### src/design/pcqc_pkg.sv
// Shared types and constants for the per-channel quartic calibration unit.
package pcqc_pkg;

  // Number formats and store geometry
  localparam int CHANNELS    = 64;
  localparam int SAMPLE_BITS = 16;
  localparam int COEFF_BITS  = 48;
  localparam int TERMS       = 5;
  localparam int STEPS       = TERMS - 1;
  localparam int CH_BITS     = 6;
  localparam int IDX_BITS    = 3;
  localparam int PROD_BITS   = COEFF_BITS + SAMPLE_BITS + 1;

  // Rows actually addressable through the channel field
  localparam int MEM_ROWS  = (CHANNELS < (2 ** CH_BITS)) ? CHANNELS : (2 ** CH_BITS);
  localparam int ROW_BITS  = (MEM_ROWS > 1) ? $clog2(MEM_ROWS) : 1;
  localparam int TERM_BITS = (TERMS > 1) ? $clog2(TERMS) : 1;

  typedef enum logic {
    OP_LOAD  = 1'b0,
    OP_CALIB = 1'b1
  } op_e;

  typedef logic signed [COEFF_BITS-1:0] coeff_t;
  typedef coeff_t [TERMS-1:0] coeff_row_t;

  // Input transfer
  typedef struct packed {
    op_e                    opcode;
    logic [CH_BITS-1:0]     channel;
    logic [IDX_BITS-1:0]    coeff_index;
    coeff_t                 coeff_value;
    logic [SAMPLE_BITS-1:0] sample;
  } in_item_t;

  // Output transfer
  typedef struct packed {
    coeff_t             energy;
    logic               saturated;
    logic [CH_BITS-1:0] channel_out;
  } out_item_t;

  // Coefficient store write port
  typedef struct packed {
    logic                 en;
    logic [ROW_BITS-1:0]  row;
    logic [TERM_BITS-1:0] term;
    coeff_t               data;
  } mem_wr_t;

  // Payload between Horner steps; pend[0] is the next coefficient to add
  typedef struct packed {
    coeff_t                 acc;
    coeff_t [STEPS-1:0]     pend;
    logic [SAMPLE_BITS-1:0] sample;
    logic [CH_BITS-1:0]     channel;
    logic                   sat;
  } pipe_t;

  // Stage handshake towards a Horner step
  typedef struct packed {
    logic  valid;
    pipe_t data;
  } pipe_hs_t;

endpackage

### src/design/pcqc_horner_step.sv
// One Horner step: registered multiply by the sample, then floor shift, add and clamp.
module pcqc_horner_step (
  input  logic               clk_i,
  input  logic               rst_ni,
  input  pcqc_pkg::pipe_hs_t up_i,
  output logic               up_en_o,
  output pcqc_pkg::pipe_hs_t dn_o,
  input  logic               dn_en_i
);

  typedef struct packed {
    logic signed [pcqc_pkg::PROD_BITS-1:0] prod;
    pcqc_pkg::pipe_t                       rest;
  } mul_t;

  logic  m_v_q, a_v_q;
  mul_t  m_q, m_d;
  pcqc_pkg::pipe_t a_q, a_d;
  logic  m_en, a_en;

  // Stage enables: a stage loads when empty or when its content moves on
  assign a_en    = !a_v_q || dn_en_i;
  assign m_en    = !m_v_q || a_en;
  assign up_en_o = m_en;

  // Multiply stage
  always_comb begin
    logic signed [pcqc_pkg::PROD_BITS-1:0] acc_ext;
    logic signed [pcqc_pkg::PROD_BITS-1:0] x_ext;
    acc_ext   = pcqc_pkg::PROD_BITS'(up_i.data.acc);
    x_ext     = pcqc_pkg::PROD_BITS'({1'b0, up_i.data.sample});
    m_d.prod  = acc_ext * x_ext;
    m_d.rest  = up_i.data;
  end

  // Add stage: floor shift, add next coefficient, saturate
  always_comb begin
    logic signed [pcqc_pkg::PROD_BITS-1:0]  shifted;
    logic signed [pcqc_pkg::COEFF_BITS:0]   sum;
    shifted = m_q.prod >>> pcqc_pkg::SAMPLE_BITS;
    sum     = (pcqc_pkg::COEFF_BITS+1)'($signed(shifted[pcqc_pkg::COEFF_BITS-1:0]))
            + (pcqc_pkg::COEFF_BITS+1)'($signed(m_q.rest.pend[0]));
    a_d     = m_q.rest;
    if (sum[pcqc_pkg::COEFF_BITS] != sum[pcqc_pkg::COEFF_BITS-1]) begin
      a_d.sat = 1'b1;
      a_d.acc = sum[pcqc_pkg::COEFF_BITS]
              ? {1'b1, {(pcqc_pkg::COEFF_BITS-1){1'b0}}}
              : {1'b0, {(pcqc_pkg::COEFF_BITS-1){1'b1}}};
    end else begin
      a_d.acc = sum[pcqc_pkg::COEFF_BITS-1:0];
    end
    // shift the pending coefficients down one place
    for (int j = 0; j < pcqc_pkg::STEPS - 1; j++) begin
      a_d.pend[j] = m_q.rest.pend[j+1];
    end
    a_d.pend[pcqc_pkg::STEPS-1] = '0;
  end

  // Valid flags
  always_ff @(posedge clk_i or negedge rst_ni) begin
    if (!rst_ni) begin
      m_v_q <= 1'b0;
      a_v_q <= 1'b0;
    end else begin
      if (m_en) m_v_q <= up_i.valid;
      if (a_en) a_v_q <= m_v_q;
    end
  end

  // Payload registers
  always_ff @(posedge clk_i) begin
    if (m_en && up_i.valid) m_q <= m_d;
    if (a_en && m_v_q)      a_q <= a_d;
  end

  assign dn_o.valid = a_v_q;
  assign dn_o.data  = a_q;

endmodule

### config.mk
export PLATFORM = sky130hd
export DESIGN_NAME = pcqc_horner_step
export DESIGN_NICKNAME = d
export VERILOG_FILES = /design/src/design/pcqc_pkg.sv /design/src/design/pcqc_horner_step.sv
export SDC_FILE = /design/constraint.sdc
export NUM_CORES = 2
export LEC_CHECK = 0
export ABC_AREA = 0
export BUFFER_PORTS_ARGS = -buffer_cell sky130_fd_sc_hd__buf_4
export CORE_MARGIN = 4
export CORE_UTILIZATION = 30
export CTS_CLUSTER_DIAMETER = 60
export CTS_CLUSTER_SIZE = 16
export DETAILED_ROUTE_END_ITERATION = 10
export PLACE_DENSITY = 0.49
export SKIP_LAST_GASP = 1
export SYNTH_ARGS = -nofsm -noshare
export SYNTH_HDL_FRONTEND = slang
export SYNTH_SLANG_ARGS = --single-unit
### constraint.sdc
create_clock -name clk_i -period 17.6 [get_ports clk_i]
set_clock_uncertainty 0.05 [all_clocks]
set_input_delay 4.4 -clock clk_i [delete_from_list [all_inputs] [get_ports clk_i]]
set_output_delay 4.4 -clock clk_i [all_outputs]
set_load 0.02 [all_outputs]
Yosys cells after proc, flatten, opt, wreduce, memory -nomap -nowiden
Cells that the tools add are included.
- memories kept: 0
- output and inout bits: 265
- input port bits: 267
- logic and storage cells: 28
- memory bits (writable): 0
- memory bits (read-only): 0
- register bits: 496
- bits in latches: 0
- reduce and logical (&&, ||, !) cells: 6
- muxes and demuxes: 2
- equality and inequality tests: 1
- multiply operators: 1
- magnitude comparators: 0
- bitwise operators: 0
- shifts and indexed selects: 0
- div/mod/pow operators: 0
- add/sub/neg operators: 1
- operators with widths (cell ; count):
    two-way mux 48 bit ; 2
    multiplier 48 x 17 -> 64 bit ; 1
    adder 48 x 48 -> 49 bit ; 1
    logical AND 1 bit ; 2
    zero test 1 bit ; 2
    logical OR 1 bit ; 2
    != test 1 bit ; 1

Longest topological paths before layout
- depth in word-level cells: 4
- gate-level depth with buffers: 26
- mapped depth without buffers: 23

Least setup slack after synthesis
No wires, ideal clock.
- path type: input to register
- start point: input port dn_en_i
- end point: register m_q, in the netlist a_d[100], enable pin
- required time: 16.894 ns
- buffers on the path: 0
- setup slack: 6.227 ns
- arrival: 10.667 ns
- setup time: 0.656 ns
- stages on the path: 2
- cells stage by stage: nand3b_1 > and2_1
- word-level cells in the longest chain between the ends: 3
- RTL lines (item ; RTL line ; text):
    from (decl) ; pcqc_horner_step.sv:8 ; input logic dn_en_i
    logical OR 1 bit ; pcqc_horner_step.sv:22 ; assign a_en = !a_v_q || dn_en_i;
    logical OR 1 bit ; pcqc_horner_step.sv:23 ; assign m_en = !m_v_q || a_en;
    logical AND 1 bit ; pcqc_horner_step.sv:72 ; if (m_en && up_i.valid) m_q <= m_d;
    to (signal assigned) ; pcqc_horner_step.sv:72 ;
    to (decl) ; pcqc_horner_step.sv:17 ; mul_t m_q, m_d;
No other way between the ends.
A chain may end at the register's enable or synchronous reset.

==> results.cfg <==
[timing]
worst_slew_pin_slew_ns = 1.022
setup-tns-final_ns = 0
relSlewSlack_pct = 31.89
drv_slew = 0
timing.final.ws_setup_ns = 6.717
finalCritPeriodShare_pct = 61.83
hold_viol_final = 0
min_period_ns = 10.88
setup_violations = 0
rsz0062_at_grt = false
fmax_ghz = 0.09189

[floorplanning]
die_x_um = 387.1
ios = 532
dieArea_um2 = 149800
num_rows = 138
core_area_um2 = 142100
initial_core_util_pct = 30.34
die_h_um = 387.1

[final_layout]
nets = 5399
stdcell_area_um2 = 50300
layout-drive-gt1-share_pct = 14.68
area_delta_synth_final_pct = 16.68
final_util_pct = 35.40

[cts]
htreeDepth = 2
clk_path_buf_depth = 3
cts_tree = done
hold_buffers = 0
path_clk_slew_ns = 0.07
ctsResizeCount = 0
clkSinkCount = 480
clockRootBuffer = clkbuf_16
cts_buffers = 55
cts_setup_buffers = 0
clk_latency_ns = 0.67

[yosys]
ys_ff_latch = 480
synth_area_leader_cell = edfxtp_1
ys_warn_count = 0
ys_types = 88
synth-adder-area-share_pct = 38.49
synth_compound_area_share_pct = 5.601
synth_area_leaders = edfxtp_1 (33%), fa_1 (33%), inv_1 (7.0%)
async_flop_share_pct = 0.4167
synth_mux_area_share_pct = 0.04643
synth.avg_cell_area_um2 = 11.22
synth_area_um2 = 43110
synth_edf_count = 478
synth_xor_area_share_pct = 2.014
yosys.area.top_type_share_pct = 33.29
synth_top_family_by_area = adder cells
synth-simple-area-share_pct = 11.00
ys_seq_area_share_pct = 33.41
yosys_most_used_dff = edfxtp_1
postSynthCellCount = 3843

[placement]
gp_congestion = 0.8504
placed_area_um2 = 48330
post-dp-hpwl_um = 97760
pre_cts_slack_ns = 5.924
io_buffer_count = 483

[global_routing]
grt_max_degree = 75
grt_pass1_wl_um = 194400
antenna_found_initial = 8
grt_pass1_vias = 29970
grt_usage_pct = 17.16
grt_overflow = 0

[drt]
drt_first_pass_iters = 6
drc = 0
via_count = 27950
ant_nets = 0
vias_per_cell = 4.529
routed_wl_um = 129600
wl_per_cell_um = 21.00
drtIter0Drc = 1493

[critical_path]
critPathLaunchType = primary input
worst_setup_path_end_kind = register
crit_fanout = 49
crit_required_ns = 17.96
cp.arrival_ns = 11.24
critPathKind = in -> reg

[min_path]
hold_path.class = reg -> reg

[status]
status = finished clean

[job]
max_cap_violations = 0
==> flip-flops by register name, indices dropped and copies added (netlist names) <==
name   flops
a_d      166
m_q       97
a_v_q      1
dn_o     215
m_v_q      1
==> metal layers <==
metal | global-route usage [%] | vias up | part of all wire (%)
met1 | 23.19 | 14320 | 44
li1 | - | 12610 | -
met5 | 0 | - | 0.038
met4 | 3.829 | 8 | 2.2
met3 | 3.725 | 146 | 6.9
met2 | 28.34 | 866 | 47
==> layout make-up <==
cell class / count / area (um^2)
well taps: 1890 / 2365
multi-input cells: 2394 / 24830
clock buffers: 61 / 1409
repair buffers: 493 / 3701
clock inverters: 42 / 558.0
inverters: 809 / 3037
fillers: 14320 / 91800
diodes: 2 / 5.005
flip-flops and latches: 480 / 14400
==> metrics by stage <==
stage | hold slack (ns) | cells
floorplan | 0.3503 | 3890
global placement | 0.3504 | 6066
detailed placement | 0.3545 | 6066
CTS | 0.3605 | 6169
global route | 0.3677 | 6171
finish | 0.3595 | 6171
==> worst max-delay path: stages <==
cell and delay [ns]:
buf_4 0.59, nand2_1 0.17, fa_1 0.54, fa_1 0.59, fa_1 0.46, fa_1 0.54
inv_1 0.04, fa_1 0.49, fa_1 0.42, ha_1 0.34, o21a_1 0.13, nor2_1 0.04
a311o_1 0.32, a21oi_1 0.45, a211oi_2 0.23, nor3b_2 0.43, a21o_1 0.21, a21oi_1 0.13
or3b_2 0.48, o311a_1 0.14
==> cell usage after synthesis (all sizes together), types with 4 or more instances <==
cell	number
a221oi	4
fa	707
o211ai	6
edfxtp	478
a21oi	135
a211oi	12
a31oi	11
nor3	14
o21ai	59
maj3	4
a211o	4
nand2	525
and3	18
nand3	16
inv	809
ha	192
nor2	43
buf	74
o21bai	17
or3	7
nor2b	12
a21o	57
o21a	11
xnor2	62
xor2	35
clkbuf	133
nand2b	9
and2	303
nand4	20
a21boi	4
o31ai	5
or2	4
==> layout by cell type (no fill, tap or decap), drive strengths merged, types with 48 or more instances in the layout <==
cell type    n
inv        818
edfxtp     478
xnor2       62
and2       303
nand2      525
buf        493
fa         707
clkbuf      61
ha         192
conb        48
a21o        57
o21ai       59
a21oi      135
==> kinds of logic (layout without fill, tap and decap cells) <==
kind of cell	Yosys count	in the layout
AOI/OAI and AO/OA	361	361
xor gates and xnor gates	97	97
adders and majority gates	903	903
buffers and inverters	1016	1405
DFF	480	480
muxes	2	2
other	1	50
and+or+nand+nor	983	983
==> path summary, 6_finish.rpt <==
check	endpoint	startpoint	cells after the start	slack (ns)
max in group asynchronous	m_v_q$_DFFE_PN0N_	rst_ni	1	13.92
max	m_q[315]$_DFFE_PP_	up_i[9]	20	6.72
min	dn_o[63]$_DFFE_PP_	a_d[63]$_DFFE_PP_	0	0.36
max reg2reg	dn_o[223]$_DFFE_PP_	m_q[23]$_DFFE_PP_	15	13.40
min in group asynchronous	a_v_q$_DFFE_PN0P_	rst_ni	1	3.49
min reg2reg	dn_o[63]$_DFFE_PP_	a_d[63]$_DFFE_PP_	0	0.36
Power is not shown: default switching activity piles up to over one toggle a cycle in this logic, so the estimate is an artifact.
